==> src/hdl/fra_pkg.sv <==
// Shared types, constants and helpers of the FIFO resource allocator.
package fra_pkg;

  // Wait queue geometry.
  localparam int QUEUE_DEPTH = 16;
  localparam int PTR_W       = (QUEUE_DEPTH > 1) ? $clog2(QUEUE_DEPTH) : 1;
  localparam int FILL_W      = $clog2(QUEUE_DEPTH + 1);

  // Field widths fixed by the interface.
  localparam int UNIT_W = 16;
  localparam int ID_W   = 16;
  localparam int SEC_W  = 32;
  localparam int CMD_W  = 2;
  localparam int KIND_W = 3;

  // Stream widths: tdata is padded up to whole bytes.
  localparam int IN_DATA_W  = ((3 * 16 + 7) / 8) * 8;
  localparam int OUT_DATA_W = ((3 * 16 + FILL_W + 7) / 8) * 8;

  // Configuration port.
  localparam int CFG_IDX_W = 8;
  localparam logic [CFG_IDX_W-1:0] CFG_CAPACITY = 8'd0;
  localparam logic [CFG_IDX_W-1:0] CFG_TIMEOUT  = 8'd1;
  localparam logic [UNIT_W-1:0]    TIMEOUT_RESET = 16'd30;

  // Command codes.
  localparam logic [CMD_W-1:0] CMD_RESERVE = 2'd0;
  localparam logic [CMD_W-1:0] CMD_RELEASE = 2'd1;
  localparam logic [CMD_W-1:0] CMD_TICK    = 2'd2;

  // Result kinds.
  localparam logic [KIND_W-1:0] KIND_GRANTED  = 3'd0;
  localparam logic [KIND_W-1:0] KIND_QUEUED   = 3'd1;
  localparam logic [KIND_W-1:0] KIND_REJECTED = 3'd2;
  localparam logic [KIND_W-1:0] KIND_WAIT_GNT = 3'd3;
  localparam logic [KIND_W-1:0] KIND_WAIT_EXP = 3'd4;
  localparam logic [KIND_W-1:0] KIND_STATUS   = 3'd5;

  // One queued request as stored in the queue memory.
  typedef struct packed {
    logic [SEC_W-1:0]  arrival;
    logic [UNIT_W-1:0] amount;
    logic [ID_W-1:0]   origin;
    logic [ID_W-1:0]   job;
  } entry_t;

  // One result item.
  typedef struct packed {
    logic [KIND_W-1:0] kind;
    logic [ID_W-1:0]   job;
    logic [ID_W-1:0]   origin;
    logic [UNIT_W-1:0] free_units;
    logic [FILL_W-1:0] waiting;
    logic              last;
  } result_t;

  // Circular pointer increment that also works for depths that are not powers of two.
  function automatic logic [PTR_W-1:0] ptr_inc(input logic [PTR_W-1:0] ptr);
    logic [PTR_W-1:0] nxt;
    if (ptr == PTR_W'(QUEUE_DEPTH - 1)) begin
      nxt = '0;
    end else begin
      nxt = ptr + 1'b1;
    end
    return nxt;
  endfunction

endpackage

==> src/hdl/fra_ram.sv <==
// Generic single-port-write, single-port-read RAM with registered read data.
module fra_ram #(
  parameter int WIDTH = 8,
  parameter int DEPTH = 16
) (
  input  logic                     clk,
  input  logic                     wr_en,
  input  logic [$clog2(DEPTH)-1:0] wr_addr,
  input  logic [WIDTH-1:0]         wr_data,
  input  logic [$clog2(DEPTH)-1:0] rd_addr,
  output logic [WIDTH-1:0]         rd_data
);

  logic [WIDTH-1:0] mem [DEPTH];

  // Write port and registered read port.
  always_ff @(posedge clk) begin
    if (wr_en) begin
      mem[wr_addr] <= wr_data;
    end
    rd_data <= mem[rd_addr];
  end

endmodule

==> src/hdl/fra_out_reg.sv <==
// Output register of the result stream: holds one result until it is taken.
module fra_out_reg import fra_pkg::*; (
  input  logic    clk,
  input  logic    rst_n,
  input  logic    push,
  input  result_t res_in,
  input  logic    out_tready,
  output logic    out_tvalid,
  output result_t res_q
);

  logic    valid_r, valid_nxt;
  result_t res_r;

  // A new result may be loaded when the slot is empty or being drained.
  always_comb begin
    valid_nxt = valid_r;
    if (push) begin
      valid_nxt = 1'b1;
    end else if (out_tready) begin
      valid_nxt = 1'b0;
    end
  end

  always_ff @(posedge clk) begin
    if (!rst_n) begin
      valid_r <= 1'b0;
    end else begin
      valid_r <= valid_nxt;
    end
  end

  always_ff @(posedge clk) begin
    if (push) begin
      res_r <= res_in;
    end
  end

  assign out_tvalid = valid_r;
  assign res_q      = res_r;

`ifndef SYNTHESIS
  // A stalled result must not be overwritten.
  a_no_overwrite: assert property (@(posedge clk) disable iff (!rst_n)
    push |-> (!valid_r || out_tready))
    else $error("result overwritten while stalled");
`endif

endmodule

==> src/hdl/fifo_resource_allocator_core.sv <==
// Top level of the FIFO resource allocator: control sequencer and queue state.
//
// Usage: the in_ channel carries one request per item: in_tuser selects reserve,
// release or tick, and in_tdata carries job, origin port and amount. Every
// request gives one or more results on the out_ channel; the final one of a
// request has out_tlast high. The cfg_ channel writes the capacity (which also
// reloads the free count) and the timeout; it is always ready, and the user must
// write it only while the block is idle; the block itself does not enforce this.
// Timing: a reserve is accepted, then decided and written to the queue in the command state.
// A release, a tick or an unused command passes the accept and command states; then the
// check state, where it applies, retires the waiters granted or expired one by one until a
// head stays queued or the queue empties, and the status state gives the final result.
// Requests are handled one at a time; the next is accepted as soon as the
// previous one has produced its last result, even while that result waits.
// Reset (rst_n low, synchronous) empties the queue, clears the seconds count,
// sets the free count to zero and the timeout to 30. There is no clearing pass.
// When the receiver stalls, the result waits in the output register and the
// sequencer holds until the register can take the next one.
module fifo_resource_allocator_core import fra_pkg::*; (
  input  logic                  clk,
  input  logic                  rst_n,
  // Request channel.
  input  logic                  in_tvalid,
  output logic                  in_tready,
  input  logic [IN_DATA_W-1:0]  in_tdata,   // job_id[15:0], origin_port, amount
  input  logic [CMD_W-1:0]      in_tuser,   // command
  // Result channel.
  output logic                  out_tvalid,
  input  logic                  out_tready,
  output logic [OUT_DATA_W-1:0] out_tdata,  // job_id_out, origin_out, free_units,
                                            // waiting_count, zero pad
  output logic [KIND_W-1:0]     out_tuser,  // kind
  output logic                  out_tlast,  // last
  // Configuration write channel.
  input  logic                  cfg_valid,
  output logic                  cfg_ready,
  input  logic [CFG_IDX_W-1:0]  cfg_index,
  input  logic [UNIT_W-1:0]     cfg_data
);

  localparam logic [1:0] S_IDLE   = 2'd0;
  localparam logic [1:0] S_CMD    = 2'd1;
  localparam logic [1:0] S_CHECK  = 2'd2;
  localparam logic [1:0] S_STATUS = 2'd3;

  logic [1:0]        state_r, state_nxt;
  logic [CMD_W-1:0]  cmd_r, cmd_nxt;
  logic [ID_W-1:0]   job_r, job_nxt;
  logic [ID_W-1:0]   origin_r, origin_nxt;
  logic [UNIT_W-1:0] amount_r, amount_nxt;
  logic [UNIT_W-1:0] free_r, free_nxt;
  logic [UNIT_W-1:0] timeout_r, timeout_nxt;
  logic [PTR_W-1:0]  head_r, head_nxt;
  logic [PTR_W-1:0]  tail_r, tail_nxt;
  logic [FILL_W-1:0] fill_r, fill_nxt;
  logic [SEC_W-1:0]  sec_r, sec_nxt;

  logic              can_emit;
  logic              push;
  result_t           res;
  result_t           res_q;
  logic              wr_en;
  entry_t            wr_entry;
  entry_t            head_entry;
  logic [UNIT_W:0]   rel_sum;
  logic [SEC_W-1:0]  waited;
  logic              head_hit;

  assign in_tready = (state_r == S_IDLE);
  assign cfg_ready = 1'b1;
  assign can_emit  = !out_tvalid || out_tready;

  // Saturating release sum and head test.
  assign rel_sum  = {1'b0, free_r} + {1'b0, amount_r};
  assign waited   = sec_r - head_entry.arrival;
  assign head_hit = (cmd_r == CMD_RELEASE) ? (free_r >= head_entry.amount)
                                           : (waited >= SEC_W'(timeout_r));

  // New queue entry comes from the latched request.
  always_comb begin
    wr_entry.job     = job_r;
    wr_entry.origin  = origin_r;
    wr_entry.amount  = amount_r;
    wr_entry.arrival = sec_r;
  end

  // Sequencer.
  always_comb begin
    state_nxt   = state_r;
    cmd_nxt     = cmd_r;
    job_nxt     = job_r;
    origin_nxt  = origin_r;
    amount_nxt  = amount_r;
    free_nxt    = free_r;
    timeout_nxt = timeout_r;
    head_nxt    = head_r;
    tail_nxt    = tail_r;
    fill_nxt    = fill_r;
    sec_nxt     = sec_r;
    wr_en       = 1'b0;
    push        = 1'b0;
    res.kind    = KIND_STATUS;
    res.job     = job_r;
    res.origin  = origin_r;
    res.last    = 1'b0;

    case (state_r)
      S_IDLE: begin
        if (in_tvalid) begin
          cmd_nxt    = in_tuser;
          job_nxt    = in_tdata[15:0];
          origin_nxt = in_tdata[31:16];
          amount_nxt = in_tdata[47:32];
          state_nxt  = S_CMD;
        end
      end

      S_CMD: begin
        case (cmd_r)
          CMD_RESERVE: begin
            if (can_emit) begin
              push     = 1'b1;
              res.last = 1'b1;
              if (fill_r == '0 && free_r >= amount_r) begin
                free_nxt = free_r - amount_r;
                res.kind = KIND_GRANTED;
              end else if (fill_r == FILL_W'(QUEUE_DEPTH)) begin
                res.kind = KIND_REJECTED;
              end else begin
                wr_en    = 1'b1;
                tail_nxt = ptr_inc(tail_r);
                fill_nxt = fill_r + 1'b1;
                res.kind = KIND_QUEUED;
              end
              state_nxt = S_IDLE;
            end
          end
          CMD_RELEASE: begin
            if (amount_r != '0) begin
              free_nxt  = rel_sum[UNIT_W] ? {UNIT_W{1'b1}} : rel_sum[UNIT_W-1:0];
              state_nxt = (fill_r != '0) ? S_CHECK : S_STATUS;
            end else begin
              state_nxt = S_STATUS;
            end
          end
          CMD_TICK: begin
            sec_nxt   = sec_r + 1'b1;
            state_nxt = (fill_r != '0) ? S_CHECK : S_STATUS;
          end
          default: begin
            state_nxt = S_STATUS;
          end
        endcase
      end

      // The head entry is valid in this state; retire it when it fits or expired.
      S_CHECK: begin
        if (!head_hit) begin
          state_nxt = S_STATUS;
        end else if (can_emit) begin
          push       = 1'b1;
          res.job    = head_entry.job;
          res.origin = head_entry.origin;
          head_nxt   = ptr_inc(head_r);
          fill_nxt   = fill_r - 1'b1;
          if (cmd_r == CMD_RELEASE) begin
            free_nxt = free_r - head_entry.amount;
            res.kind = KIND_WAIT_GNT;
          end else begin
            res.kind = KIND_WAIT_EXP;
          end
          if (fill_r == FILL_W'(1)) begin
            state_nxt = S_STATUS;
          end
        end
      end

      S_STATUS: begin
        if (can_emit) begin
          push       = 1'b1;
          res.kind   = KIND_STATUS;
          res.job    = '0;
          res.origin = '0;
          res.last   = 1'b1;
          state_nxt  = S_IDLE;
        end
      end

      default: begin
        state_nxt = S_IDLE;
      end
    endcase

    // The user must write registers only while idle; the block itself does not enforce this.
    if (cfg_valid) begin
      if (cfg_index == CFG_CAPACITY) begin
        free_nxt = cfg_data;
      end else if (cfg_index == CFG_TIMEOUT) begin
        timeout_nxt = cfg_data;
      end
    end

    res.free_units = free_nxt;
    res.waiting    = fill_nxt;
  end

  always_ff @(posedge clk) begin
    if (!rst_n) begin
      state_r   <= S_IDLE;
      free_r    <= '0;
      timeout_r <= TIMEOUT_RESET;
      head_r    <= '0;
      tail_r    <= '0;
      fill_r    <= '0;
      sec_r     <= '0;
    end else begin
      state_r   <= state_nxt;
      free_r    <= free_nxt;
      timeout_r <= timeout_nxt;
      head_r    <= head_nxt;
      tail_r    <= tail_nxt;
      fill_r    <= fill_nxt;
      sec_r     <= sec_nxt;
    end
  end

  // Latched request fields.
  always_ff @(posedge clk) begin
    cmd_r    <= cmd_nxt;
    job_r    <= job_nxt;
    origin_r <= origin_nxt;
    amount_r <= amount_nxt;
  end

  // Queue memory; the read address follows the next head so the head is ready.
  fra_ram #(
    .WIDTH ($bits(entry_t)),
    .DEPTH (QUEUE_DEPTH)
  ) u_queue_ram (
    .clk     (clk),
    .wr_en   (wr_en),
    .wr_addr (tail_r),
    .wr_data (wr_entry),
    .rd_addr (head_nxt),
    .rd_data (head_entry)
  );

  fra_out_reg u_out_reg (
    .clk        (clk),
    .rst_n      (rst_n),
    .push       (push),
    .res_in     (res),
    .out_tready (out_tready),
    .out_tvalid (out_tvalid),
    .res_q      (res_q)
  );

  // Result stream packing.
  assign out_tdata = OUT_DATA_W'({res_q.waiting, res_q.free_units, res_q.origin, res_q.job});
  assign out_tuser = res_q.kind;
  assign out_tlast = res_q.last;

`ifndef SYNTHESIS
  // The queue never holds more than its depth.
  a_fill_bound: assert property (@(posedge clk) disable iff (!rst_n)
    fill_r <= FILL_W'(QUEUE_DEPTH))
    else $error("queue fill exceeds depth");

  // The final result of a request returns the sequencer to idle.
  a_last_idle: assert property (@(posedge clk) disable iff (!rst_n)
    (push && res.last) |=> (state_r == S_IDLE))
    else $error("sequencer not idle after final result");

  // Retiring a waiter removes exactly one entry.
  a_pop_one: assert property (@(posedge clk) disable iff (!rst_n)
    (state_r == S_CHECK && push) |=> (fill_r == $past(fill_r) - 1'b1))
    else $error("waiter retired without queue pop");

  // The check state is only ever entered with a nonempty queue.
  a_check_nonempty: assert property (@(posedge clk) disable iff (!rst_n)
    (state_r == S_CHECK) |-> (fill_r != '0))
    else $error("queue head examined while queue empty");
`endif

endmodule
==> config.mk <==
export PLATFORM = sky130hd
export DESIGN_NAME = fifo_resource_allocator_core
export DESIGN_NICKNAME = d
export VERILOG_FILES = /design/src/hdl/fra_pkg.sv /design/src/hdl/fra_ram.sv /design/src/hdl/fra_out_reg.sv /design/src/hdl/fifo_resource_allocator_core.sv
export SDC_FILE = /design/constraint.sdc
export NUM_CORES = 2
export LEC_CHECK = 0
export CORE_MARGIN = 10
export CORE_UTILIZATION = 45
export DETAILED_ROUTE_END_ITERATION = 6
export DONT_BUFFER_PORTS = 1
export HOLD_SLACK_MARGIN = 0.12
export SETUP_SLACK_MARGIN = 0.2
export SLEW_MARGIN = 10
export SYNTH_ARGS = -nofsm -noshare
export SYNTH_HDL_FRONTEND = slang
export SYNTH_SLANG_ARGS = --single-unit
==> constraint.sdc <==
create_clock -name clk -period 14 [get_ports clk]
set_input_delay 2.1 -clock clk [delete_from_list [all_inputs] [get_ports clk]]
set_output_delay 2.1 -clock clk [all_outputs]
set_load 0.02 [all_outputs]
==> results.sh <==
export IMPL_cp_arrival_ns=9.31
export IMPL_path_cells="ha_1 > nor2b_1 > o31a_1 > o41ai_1 > a21oi_1 > a21oi_1 > xnor2_1 > ha_1 > nand4_1 > nor2_1 > nor3_1 > o211ai_1 > a2111o_1 > or4_4 > nor4_4 > nand4b_4 > nand3_1 > and2_4 > buf_12 > buf_4 > mux2i_1 > a221oi_1 > or4_1"
export IMPL_drcViolationCount=0
export IMPL_ys_warn_count=0
export IMPL_syn_inst=4450
export IMPL_maxSlewViolCount=0
export IMPL_cts_buffers=157
export IMPL_worstSkewPairLatency_ns=0.80
export IMPL_ios=142
export IMPL_final_area_mm2=0.0709
export IMPL_yosys_register_bits=1547
export IMPL_first_global_vias=37000
export IMPL_core_area_mm2=0.141
export IMPL_hold_ws_ns=0.478
export IMPL_async_flop_share_pct=0
export IMPL_syn_avg_cell_area_um2=14.4
export IMPL_vias=38200
export IMPL_worst_path_max_fanout=152
export IMPL_die_area_mm2=0.157
export IMPL_slowest_stage="buf_4"
export IMPL_synth_area_mm2=0.0639
export IMPL_cts_max_level=4
export IMPL_max_freq_mhz=116
export IMPL_post_cts_setup_buffer_count=0
export IMPL_root_buffer="clkbuf_16"
export IMPL_utilization_pct=50.2
export IMPL_drtPass1Iterations=6
export IMPL_powerDensity_mw_per_mm2=143
export IMPL_power_total_uw=10100
export IMPL_clockBufferDepth=3
export IMPL_area_growth_pct=11.0
export IMPL_min_path_type="flip-flop to flip-flop"
export IMPL_layout_common_cells="edfxtp_1 (1,387), nand2_1 (448), a21oi_1 (399)"
export IMPL_grt_max_degree=169
export IMPL_cap_violations=0
export IMPL_dpl_cell_area_mm2=0.0658
export IMPL_rsz0062_at_grt="false"
export IMPL_synth_flop_cell="edfxtp_1"
export IMPL_relSlewSlack_pct=20.7
export IMPL_dp_hpwl_um=86300
export IMPL_antenna_found_initial=4
export IMPL_cp_slowest_stage_delay_ns=0.98
export IMPL_numPortBuffers=0
export IMPL_postCtsResizedCells=0
export IMPL_tns_ns=0
export IMPL_crit_path_end_kind="flip-flop"
export IMPL_cts_tree="done"
export IMPL_wl_per_cell_um=25.6
export IMPL_num_rows=138
export IMPL_finalCriticalPeriod_ns=8.64
export IMPL_finalNetCount=4604
export IMPL_num_fill_cells=11900
export IMPL_drt_iter0_markers=3904
export IMPL_critPathTopFamily="simple AND/OR/NAND/NOR gates"
export IMPL_antenna_cells=0
export IMPL_irDropWorstVdd_v=0.0000987
export IMPL_hold_viol=0
export IMPL_clock_skew_ns=0.0481
export IMPL_grt_pass1_wl_um=244000
export IMPL_p_leak_uw=0.0251
export IMPL_finalCritPeriodShare_pct=61.7
export IMPL_grt_usage_pct=20.4
export IMPL_worst_path_buf_inv=2
export IMPL_layout_drive_gt1_share_pct=7.80
export IMPL_overflow=0
export IMPL_cts_sinks=1547
export IMPL_holdBufCountCts=0
export IMPL_synthDistinctLibCells=84
export IMPL_start_util_pct=45.2
export IMPL_final_common_cell="edfxtp_1"
export IMPL_start_kind="flip-flop"
export IMPL_tightestPinTransition_ns=1.19
export IMPL_place_congestion=0.874
export IMPL_wl_um=165000
export IMPL_vias_per_cell=5.95
export IMPL_outcome="finished, final reports clean"
export IMPL_detail_route_antenna_nets=0
export IMPL_die_width_um=397
export IMPL_synth_edf_count=1387
export IMPL_path_clk_slew_ns=0.06
export IMPL_setup_viol=0
export IMPL_die_h_um=397
export IMPL_critPathKind="flip-flop to flip-flop"
export IMPL_worstPathRequired_ns=14.67
export IMPL_seq_area_frac_synth_pct=70.2
## registers in the layout (all words and copies together), names as in the netlist
name                  cells
sec_r                    32
u_out_reg.res_q          57
head_r                    4
state_r                   2
cmd_r                     2
u_out_reg.out_tvalid      1
job_r                    16
tail_r                    4
amount_r                 16
origin_r                 16
u_queue_ram.rd_data      80
fill_r                    5
u_queue_ram.mem        1280
free_r                   16
timeout_r                16
## logic make-up after synthesis
family	after synthesis	share of synthesized area [%]
buffers and inverters	403	2.74
DFF	1547	70.2
adders and majority gates	116	2.32
muxes	385	6.05
AOI/OAI and AO/OA	1033	10.9
xor gates and xnor gates	82	1.12
and+or+nand+nor	882	6.66
other	2	0.0118
## worst reg2reg max path: stages (launching register included)
cell,delay (ns)
dfxtp_1,0.79
ha_1,0.34
nor2b_1,0.14
o31a_1,0.30
o41ai_1,0.48
a21oi_1,0.31
a21oi_1,0.23
xnor2_1,0.15
ha_1,0.27
nand4_1,0.12
nor2_1,0.06
nor3_1,0.15
o211ai_1,0.12
a2111o_1,0.29
or4_4,0.55
nor4_4,0.37
nand4b_4,0.28
nand3_1,0.26
and2_4,0.43
buf_12,0.62
buf_4,1.20
mux2i_1,0.43
a221oi_1,0.11
or4_1,0.55
## where the power goes
| part | switching (uW) | total [uW] | internal, uW |
|---|---|---|---|
| Sequential | 114 | 5250 | 5140 |
| Clock | 1770 | 4110 | 2340 |
| Combinational | 505 | 781 | 276 |
| Total | 2390 | 10100 | 7750 |
## through the flow
stage          setup slack, ns  std cells
2_1_floorplan             4.47       4452
4_1_cts                   5.57       6430
3_3_place_gp              5.69       6140
3_5_place_dp              5.55       6140
6_report                  5.36       6430
5_1_grt                   4.94       6430
## layout make-up
cell class	count	area (um^2)	share of cell area, %
Multi-Input combinational cell	2502	17500	24.7
Inverter	123	462	0.651
Clock buffer	223	4360	6.15
Timing Repair Buffer	78	661	0.931
Tap cell	1890	2360	3.33
Sequential cell	1547	44900	63.2
Clock inverter	67	718	1.01
## metal layers
layer	part of all wire, %	GRT usage (%)	vias to the layer above
li1	-	-	17200
met1	44	28.3	19400
met2	47	32.2	1386
met3	6.9	3.78	290
met4	2.8	6.59	2
met5	0.0079	0	-
## Yosys cell counts, types with 28 or more instances
library cell / n / area share, %
nand2_1: 449 / 2.6
edfxtp_1: 1387 / 65
mux2i_1: 374 / 5.9
a21oi_1: 399 / 3.1
clkbuf_1: 180 / 1.1
buf_2: 65 / 0.51
or4_1: 80 / 0.94
dfxtp_1: 160 / 5.0
inv_1: 122 / 0.72
o21ai_0: 110 / 0.86
nand3_1: 30 / 0.24
a31oi_1: 28 / 0.27
ha_1: 112 / 2.2
a221oi_1: 341 / 4.7
nor2b_1: 31 / 0.30
and2_1: 56 / 0.55
nor2_1: 104 / 0.61
xnor2_1: 68 / 0.93
## worst paths after layout
path                            slack, ns  cells after the start                endpoint          from
worst min-delay path                 0.48                      2            timeout_r[3]  timeout_r[3]
worst max-delay path                 5.36                     23  u_queue_ram.rd_data[0]      sec_r[1]
worst min register to register       0.48                      2            timeout_r[3]  timeout_r[3]
worst max register to register       5.36                     23  u_queue_ram.rd_data[0]      sec_r[1]
(Power assumes the default switching activity.)
